==> src/rtl/frsc_pkg.sv <==
package frsc_pkg;

    // Operation codes carried in the operation field of an input item.
    localparam logic [1:0] OP_EDGE    = 2'd0;
    localparam logic [1:0] OP_REFRESH = 2'd1;
    localparam logic [1:0] OP_BEGIN   = 2'd2;
    localparam logic [1:0] OP_END     = 2'd3;

    // Configuration register indexes.
    localparam logic [1:0] CFG_MOMENTARY_MODE  = 2'd0;
    localparam logic [1:0] CFG_EXT_PATCH_LIMIT = 2'd1;
    localparam logic [1:0] CFG_DEBOUNCE_MS     = 2'd2;
    localparam logic [1:0] CFG_EDGE_HOLDOFF_US = 2'd3;

    localparam int CFG_INDEX_BITS = 2;
    localparam int CFG_DATA_BITS  = 16;

    // Configuration reset values.
    localparam logic       RST_MOMENTARY_MODE     = 1'b0;
    localparam logic [5:0] RST_EXT_PATCH_LIMIT    = 6'd24;
    localparam logic [7:0] RST_DEBOUNCE_MS        = 8'd20;
    localparam logic [15:0] RST_EDGE_HOLDOFF_US   = 16'd5000;

    // Layout of the output word.
    localparam int PATTERN_BITS = 8;
    localparam int BIT_RELAY    = 0;
    localparam int BIT_T0       = 1;
    localparam int BIT_S0       = 2;
    localparam int BIT_EN0      = 5;
    localparam int BANK_COUNT   = 3;

    typedef struct packed {
        logic [1:0]  operation;
        logic [31:0] now_us;
        logic [31:0] now_ms;
        logic        pin_level;
        logic [4:0]  program_req;
        logic [1:0]  bank_index;
    } frsc_in_t;

    typedef struct packed {
        logic [PATTERN_BITS-1:0] pattern;
        logic                    latched;
        logic                    accepted;
        logic                    eeprom_mode;
    } frsc_out_t;

    typedef struct packed {
        logic        momentary_mode;
        logic [5:0]  ext_patch_limit;
        logic [7:0]  debounce_ms;
        logic [15:0] edge_holdoff_us;
    } frsc_cfg_t;

endpackage

==> src/rtl/frsc_cfg_regs.sv <==
module frsc_cfg_regs
    import frsc_pkg::*;
(
    input  logic                      clk,
    input  logic                      rst_n,
    input  logic                      wr_en,
    input  logic [CFG_INDEX_BITS-1:0] wr_index,
    input  logic [CFG_DATA_BITS-1:0]  wr_data,
    output frsc_cfg_t                 cfg
);

    frsc_cfg_t cfg_reg;
    frsc_cfg_t cfg_next;

    always_comb
    begin
        cfg_next = cfg_reg;
        if (wr_en)
        begin
            unique case (wr_index)
                CFG_MOMENTARY_MODE:  cfg_next.momentary_mode  = wr_data[0];
                CFG_EXT_PATCH_LIMIT: cfg_next.ext_patch_limit = wr_data[5:0];
                CFG_DEBOUNCE_MS:     cfg_next.debounce_ms     = wr_data[7:0];
                CFG_EDGE_HOLDOFF_US: cfg_next.edge_holdoff_us = wr_data[15:0];
                default:             cfg_next = cfg_reg;
            endcase
        end
    end

    always_ff @(posedge clk or negedge rst_n)
    begin
        if (!rst_n)
        begin
            cfg_reg.momentary_mode  <= RST_MOMENTARY_MODE;
            cfg_reg.ext_patch_limit <= RST_EXT_PATCH_LIMIT;
            cfg_reg.debounce_ms     <= RST_DEBOUNCE_MS;
            cfg_reg.edge_holdoff_us <= RST_EDGE_HOLDOFF_US;
        end
        else
        begin
            cfg_reg <= cfg_next;
        end
    end

    assign cfg = cfg_reg;

endmodule

==> src/rtl/frsc_core.sv <==
module frsc_core
    import frsc_pkg::*;
#(
    parameter int DATA_BITS = 8
)
(
    input  logic      clk,
    input  logic      rst_n,
    input  logic      fire,
    input  frsc_in_t  item,
    input  frsc_cfg_t cfg,
    output frsc_out_t result
);

    logic [DATA_BITS-1:0] out_word_reg;
    logic [DATA_BITS-1:0] out_word_next;
    logic [DATA_BITS-1:0] last_latched_reg;
    logic [DATA_BITS-1:0] last_latched_next;
    logic [DATA_BITS-1:0] saved_word_reg;
    logic [DATA_BITS-1:0] saved_word_next;
    logic                 edge_pending_reg;
    logic                 edge_pending_next;
    logic [31:0]          last_edge_us_reg;
    logic [31:0]          last_edge_us_next;
    logic [31:0]          last_action_ms_reg;
    logic [31:0]          last_action_ms_next;
    logic                 access_active_reg;
    logic                 access_active_next;

    logic [31:0] us_elapsed;
    logic [31:0] ms_elapsed;
    logic        holdoff_ok;
    logic        debounce_ok;
    logic        custom;
    logic        do_latch;
    logic        accepted;

    assign us_elapsed  = item.now_us - last_edge_us_reg;
    assign ms_elapsed  = item.now_ms - last_action_ms_reg;
    assign holdoff_ok  = us_elapsed >= {16'd0, cfg.edge_holdoff_us};
    assign debounce_ok = ms_elapsed >= {24'd0, cfg.debounce_ms};
    assign custom      = {1'b0, item.program_req} < cfg.ext_patch_limit;

    always_comb
    begin
        out_word_next       = out_word_reg;
        last_latched_next   = last_latched_reg;
        saved_word_next     = saved_word_reg;
        edge_pending_next   = edge_pending_reg;
        last_edge_us_next   = last_edge_us_reg;
        last_action_ms_next = last_action_ms_reg;
        access_active_next  = access_active_reg;
        do_latch            = 1'b0;
        accepted            = 1'b0;

        unique case (item.operation)
            OP_EDGE:
            begin
                if (holdoff_ok)
                begin
                    last_edge_us_next = item.now_us;
                    edge_pending_next = 1'b1;
                end
            end
            OP_REFRESH:
            begin
                if (!access_active_reg)
                begin
                    // A pending footswitch edge is taken once the debounce time is over.
                    if (edge_pending_reg && debounce_ok)
                    begin
                        edge_pending_next   = 1'b0;
                        last_action_ms_next = item.now_ms;
                        if (cfg.momentary_mode)
                        begin
                            out_word_next[BIT_RELAY] = !item.pin_level;
                        end
                        else if (!item.pin_level)
                        begin
                            out_word_next[BIT_RELAY] = !out_word_reg[BIT_RELAY];
                        end
                    end
                    out_word_next[BIT_T0] = custom;
                    for (int k = 0; k < BANK_COUNT; k++)
                    begin
                        out_word_next[BIT_S0 + k]  = item.program_req[k];
                        out_word_next[BIT_EN0 + k] =
                            !(custom && (item.program_req[4:3] == 2'(k)));
                    end
                end
                do_latch = 1'b1;
            end
            OP_BEGIN:
            begin
                if ((item.bank_index != 2'd0) && !access_active_reg)
                begin
                    saved_word_next          = out_word_reg;
                    edge_pending_next        = 1'b0;
                    last_edge_us_next        = item.now_us;
                    last_action_ms_next      = item.now_ms;
                    access_active_next       = 1'b1;
                    out_word_next[BIT_RELAY] = 1'b0;
                    out_word_next[BIT_T0]    = 1'b0;
                    // Only the selected bank's active-low enable is pulled low.
                    for (int k = 0; k < BANK_COUNT; k++)
                    begin
                        out_word_next[BIT_EN0 + k] = item.bank_index != 2'(k + 1);
                    end
                    do_latch = 1'b1;
                    accepted = 1'b1;
                end
            end
            OP_END:
            begin
                if (access_active_reg)
                begin
                    out_word_next       = saved_word_reg;
                    edge_pending_next   = 1'b0;
                    last_edge_us_next   = item.now_us;
                    last_action_ms_next = item.now_ms;
                    access_active_next  = 1'b0;
                    do_latch            = 1'b1;
                end
            end
            default:
            begin
                do_latch = 1'b0;
            end
        endcase

        if (do_latch && (out_word_next != last_latched_reg))
        begin
            last_latched_next = out_word_next;
        end
    end

    assign result.pattern     = out_word_next[PATTERN_BITS-1:0];
    assign result.latched     = do_latch && (out_word_next != last_latched_reg);
    assign result.accepted    = accepted;
    assign result.eeprom_mode = access_active_next;

    always_ff @(posedge clk or negedge rst_n)
    begin
        if (!rst_n)
        begin
            out_word_reg       <= '0;
            last_latched_reg   <= '0;
            edge_pending_reg   <= 1'b0;
            last_edge_us_reg   <= '0;
            last_action_ms_reg <= '0;
            access_active_reg  <= 1'b0;
        end
        else if (fire)
        begin
            out_word_reg       <= out_word_next;
            last_latched_reg   <= last_latched_next;
            edge_pending_reg   <= edge_pending_next;
            last_edge_us_reg   <= last_edge_us_next;
            last_action_ms_reg <= last_action_ms_next;
            access_active_reg  <= access_active_next;
        end
    end

    // The saved word has no reset; it is only read after a begin has written it.
    always_ff @(posedge clk)
    begin
        if (fire)
        begin
            saved_word_reg <= saved_word_next;
        end
    end

`ifndef SYNTHESIS
    a_latch_tracks_word: assert property (@(posedge clk) disable iff (!rst_n)
        fire && result.latched |=> last_latched_reg == out_word_reg)
        else $error("latched word register does not follow the shifted-out word");

    a_access_starts_on_begin: assert property (@(posedge clk) disable iff (!rst_n)
        $rose(access_active_reg) |-> $past(fire && (item.operation == OP_BEGIN)))
        else $error("access became active without a begin");

    a_word_frozen_in_access: assert property (@(posedge clk) disable iff (!rst_n)
        access_active_reg && $past(access_active_reg) |-> $stable(out_word_reg))
        else $error("output word changed during an active access");

    a_accept_sets_mode: assert property (@(posedge clk) disable iff (!rst_n)
        fire && result.accepted |-> result.eeprom_mode && !access_active_reg)
        else $error("begin accepted without entering access mode");
`endif

endmodule

==> src/rtl/footswitch_relay_shift_out_control_core.sv <==
// Channel   Direction  Handshake                 Payload
// in        input      in_valid / in_stall       in_data (frsc_in_t)
// out       output     out_valid / out_stall     out_data (frsc_out_t)
// cfg       input      cfg_valid / cfg_ready     cfg_index, cfg_data
//
// One item is taken per clock cycle while the input is not stalled; a result
// passes through the input register and then the result register before it is
// transferred out. The rate is set by the single combinational step between
// those two registers.
// Reset is asynchronous and active low; it clears all control state and returns
// the configuration to its reset values.
// A stall on the output holds the result register, and the input stalls only
// while the input register is occupied and a full result register is stalled.
module footswitch_relay_shift_out_control_core
    import frsc_pkg::*;
#(
    parameter int DATA_BITS = 8
)
(
    input  logic                      clk,
    input  logic                      rst_n,

    input  logic                      in_valid,
    output logic                      in_stall,
    input  frsc_in_t                  in_data,

    output logic                      out_valid,
    input  logic                      out_stall,
    output frsc_out_t                 out_data,

    input  logic                      cfg_valid,
    output logic                      cfg_ready,
    input  logic [CFG_INDEX_BITS-1:0] cfg_index,
    input  logic [CFG_DATA_BITS-1:0]  cfg_data
);

    frsc_cfg_t cfg;
    frsc_out_t step_result;

    // Input register: holds one item until the step can pass it on.
    logic     in_full_reg;
    logic     in_full_next;
    frsc_in_t in_item_reg;

    // Result register: holds one result until the receiver takes it.
    logic      out_valid_reg;
    logic      out_valid_next;
    frsc_out_t out_data_reg;

    logic in_transfer;
    logic out_free;
    logic fire;

    // The configuration port never pushes back.
    assign cfg_ready = 1'b1;

    frsc_cfg_regs u_cfg_regs (
        .clk      (clk),
        .rst_n    (rst_n),
        .wr_en    (cfg_valid && cfg_ready),
        .wr_index (cfg_index),
        .wr_data  (cfg_data),
        .cfg      (cfg)
    );

    // The result register can take a new result when it is empty or being read.
    assign out_free    = !out_valid_reg || !out_stall;
    assign fire        = in_full_reg && out_free;
    assign in_stall    = in_full_reg && !out_free;
    assign in_transfer = in_valid && !in_stall;

    assign in_full_next   = in_transfer || (in_full_reg && !fire);
    assign out_valid_next = fire || (out_valid_reg && out_stall);

    frsc_core #(
        .DATA_BITS (DATA_BITS)
    ) u_core (
        .clk    (clk),
        .rst_n  (rst_n),
        .fire   (fire),
        .item   (in_item_reg),
        .cfg    (cfg),
        .result (step_result)
    );

    always_ff @(posedge clk or negedge rst_n)
    begin
        if (!rst_n)
        begin
            in_full_reg   <= 1'b0;
            out_valid_reg <= 1'b0;
        end
        else
        begin
            in_full_reg   <= in_full_next;
            out_valid_reg <= out_valid_next;
        end
    end

    // Payload registers carry no reset.
    always_ff @(posedge clk)
    begin
        if (in_transfer)
        begin
            in_item_reg <= in_data;
        end
        if (fire)
        begin
            out_data_reg <= step_result;
        end
    end

    assign out_valid = out_valid_reg;
    assign out_data  = out_data_reg;

endmodule
==> config.mk <==
export PLATFORM = sky130hd
export DESIGN_NAME = footswitch_relay_shift_out_control_core
export DESIGN_NICKNAME = d
export VERILOG_FILES = /design/src/rtl/frsc_pkg.sv /design/src/rtl/frsc_cfg_regs.sv /design/src/rtl/frsc_core.sv /design/src/rtl/footswitch_relay_shift_out_control_core.sv
export SDC_FILE = /design/constraint.sdc
export NUM_CORES = 1
export LEC_CHECK = 0
export BUFFER_PORTS_ARGS = -buffer_cell sky130_fd_sc_hd__buf_2
export CAP_MARGIN = 5
export CELL_PAD_IN_SITES_DETAIL_PLACEMENT = 1
export CELL_PAD_IN_SITES_GLOBAL_PLACEMENT = 1
export CORE_MARGIN = 2
export CORE_UTILIZATION = 43
export CTS_CLUSTER_DIAMETER = 30
export DETAILED_ROUTE_END_ITERATION = 6
export PLACE_DENSITY_LB_ADDON = 0.2
export SLEW_MARGIN = 20
export SYNTH_ARGS = -nofsm -noshare
export SYNTH_HDL_FRONTEND = slang
export SYNTH_SLANG_ARGS = --single-unit
==> constraint.sdc <==
create_clock -name clk -period 4.7 [get_ports clk]
set_input_delay 0.94 -clock clk [delete_from_list [all_inputs] [get_ports clk]]
set_output_delay 0.94 -clock clk [all_outputs]
set_load 0.03 [all_outputs]
==> impl_metrics.csv <==
group,metric,value,unit
final_layout,areaGrowthSynthToFinish,30.7,%
sta,worst_hold_slack,0.450,ns
drt,post_drt_wl_per_cell,19.6,um
sta,worst_pin_slew,0.903,ns
placed_design,routabilityCongestion,0.874,
cts,h-tree-depth,2,
yosys,synth-seq-cells,208,
final_layout,utilization,56.7,%
setup_path,cp_max_fo,12,
final_layout,fin_nets,1570,
sta,fin_crit_sh,112,%
hold_path,min_path_type,"primary input to async pin",
yosys,synth_nets,1356,
yosys,yosysUniqueCellTypes,88,
final_layout,largest_reg_flops,74,
cts,cts_buffer_depth,3,
run_status,violations,"negative setup slack",
cts,cts_tree,"built",
yosys,ys.flop_type,"dfrtp_1",
power_and_ir_drop,p_comb_share,38.6,%
drt,route.met3.wl,1.37,mm
floorplan,core-area,28500,sq um
cts,cts_sinks,208,
floorplan,row_count,62,
sta,rsz0062_at_grt,"true",
final_layout,fillers,3104,
final_layout,stdcell_count,1808,
power_and_ir_drop,p_sw,0.00360,W
global_routing,grt_max_degree,75,
cts,clock_latency,0.56,ns
final_layout,drive_gt1_share,31.6,%
cts,cts_buffers,52,
drt,dr_wl_met2,18.1,mm
drt,top_layer,"met4",
drt,ant_nets,0,
power_and_ir_drop,cell_internal_pwr,0.00696,W
global_routing,grt_pass1_vias,10700,
yosys,synth_edf_count,93,
drt,drt-initial-drc-count,470,
drt,vias,9875,
final_layout,multi_input_area,6390,sq um
placed_design,dpl.hpwl,23.9,mm
power_and_ir_drop,ir_worst_vdd,454,uV
yosys,ys_seq_area_share,45.8,%
run_status,outcome,"finished, violations left",
yosys,yosysTopAreaCell,"edfxtp_1",
power_and_ir_drop,sw_frac_of_total,34.1,%
cts,postCtsHoldBufs,0,
final_layout,design_area,16200,sq um
power_and_ir_drop,powerDensity,652,nW/um^2
setup_path,crit_required,5.14,ns
sta,fin_crit,5.25,ns
drt,wl_met1,15.0,mm
setup_path,startpoint_type,"register",
power_and_ir_drop,p_clk_share,37.2,%
cts,root_buffer,"clkbuf_16",
floorplan,die-area,30200,sq um
drt,vias_per_cell,5.46,
sta,max_freq,0.191,GHz
setup_path,ff2ff_setup_slack,-0.55,ns
floorplan,dieWidth,174,um
yosys,yosys_warnings,0,
power_and_ir_drop,total_leakage_power,7.29,nW
drt,drt_wl_total,35.5,mm
setup_path,path_class,"register to register",
placed_design,port_buffers,109,
flow_run,drv_cap,0,
floorplan,io_pins,111,
sta,final-max-slew-violation-count,0,
placed_design,place_ws,-0.388,ns
sta,layout_setup_ws,-0.545,ns
yosys,synth.top_cell.area_share,22.5,%
yosys,synthTopCellsByCount,"inv_1, dfrtp_1, mux2_2, edfxtp_1, ha_1",
setup_path,cp.arrival,5.68,ns
sta,finalSetupViolCount,32,
yosys,synth_area_leaders,"edfxtp_1, dfrtp_1, ha_1",
global_routing,antenna_found_initial,0,
placed_design,place_area,13900,sq um
yosys,syn-cell-area,12400,sq um
yosys,async_flop_share,55.3,%
floorplan,initial_utilization,43.4,%
global_routing,grtUsageTotal,23.3,%
final_layout,seq_area,5680,sq um
yosys,synth.most_common_cell,"inv_1",
power_and_ir_drop,power_frac_seq,24.2,%
sta,skew,0.0178,ns
global_routing,grt_pass1_wl,56.8,mm
drt,drtPass1Iterations,7,
final_layout,diodes,0,
sta,relSlewSlack,39.6,%
global_routing,gr-total-overflow,0,
drt,drc_errors,0,
setup_path,cp-end-kind,"register",
floorplan,die_h,174,um
sta,hold_viol_final,0,
cts,clk_pin_slew,0.05,ns
placed_design,place_inst,1693,
yosys,avgSynthCellArea,10.6,sq um
yosys,synthCells,1167,
[power by group through the flow]
stage,combinational (W),sequential (W),clock [W]
CTS,0.00397,0.00256,0.00399
detailed placement,0.00377,0.00256,0
global placement,0.00365,0.00254,0
global route,0.00451,0.00260,0.00409
finish,0.00408,0.00256,0.00393
floorplan,0.00265,0.00253,0
[layout make-up]
cell class,instances,area share (%)
clock buffer,61,8.43
inverter,117,2.71
timing repair buffer,192,7.84
sequential,208,35.1
tap,384,2.97
clock inverter,36,3.53
multi-input combinational,810,39.4
[final timing paths]
check / startpoint / end / depth (start not counted)
worst max-delay path: in_item_reg[40] / u_core.last_edge_us_reg[14] / 24
worst min-delay path: rst_n / u_core.last_action_ms_reg[17] / 1
worst max register to register: in_item_reg[40] / u_core.last_edge_us_reg[14] / 24
worst min register to register: u_core.out_word_reg[6] / u_core.saved_word_reg[6] / 0
max in group asynchronous: rst_n / u_cfg_regs.cfg[7] / 2
min in group clk: u_core.out_word_reg[6] / u_core.saved_word_reg[6] / 0
[placed cells by master (no fill, tap or decap), drive strengths merged, types with 13 or more instances in the layout]
cell type and instances:
nand4 17, edfxtp 93, a21o 38, clkbuf 63
bufinv 13, o21a 13, nand2b 16, xnor2 28
clkinv 16, buf 190, ha 90, xor2 13
nand3 24, a21oi 84, o21ai 60, inv 120
nand2 73, dfrtp 106, nor3 15, mux2 103
nor2 61
[metrics by stage]
stage / TNS [ns] / total power, W
after floorplan: -1.80 / 0.00517
after global placement: -6.90 / 0.00619
after detailed placement: -12.32 / 0.00634
after CTS: -11.90 / 0.0105
after global routing: -28.02 / 0.0112
final: -16.71 / 0.0106
[routing by layer]
metal / global-route usage (%) / vias up
met4: 7.39 / 0
met3: 3.88 / 72
met5: 0 / -
met1: 28.5 / 4886
li1: - / 4699
met2: 41.8 / 218
[kinds of logic after synthesis]
logic type	count (synthesis)	synth area share [%]
multiplexers	110	10.1
AO/OA/AOI/OAI	293	15.7
AND/OR/NAND/NOR	273	11.3
flip-flops	208	45.8
other	1	0.0303
XOR/XNOR	41	2.90
adder cells (fa/ha/maj)	92	9.41
buffers and inverters	149	4.74
[worst max-delay path, cell delays in order, from the launching register on]
cell and delay, ns:
edfxtp_1 0.40, inv_1 0.08, ha_2 0.18, inv_2 0.05, fa_2 0.37, a21o_1 0.23, a221oi_4 0.28, a221oi_2 0.11
o21ai_1 0.13, nand2b_1 0.08, a21o_1 0.18, a21oi_2 0.15, xnor2_1 0.13, ha_1 0.27, a21oi_2 0.15, nor2b_2 0.06
nor4_2 0.25, nand4_1 0.14, or4_4 0.44, nor3b_2 0.21, and4b_1 0.24, a41oi_2 0.16, o21ai_4 0.28, buf_8 0.21
mux2_2 0.35
[timing repair]
action / 4_1_cts / 5_1_grt
pin swaps: 21 / 28
buffers inserted: 10 / 7
setup endpoints to repair: 68 / 71
gates cloned: 1 / 2
gates resized for setup: 28 / 21
(Power assumes the default switching activity.)
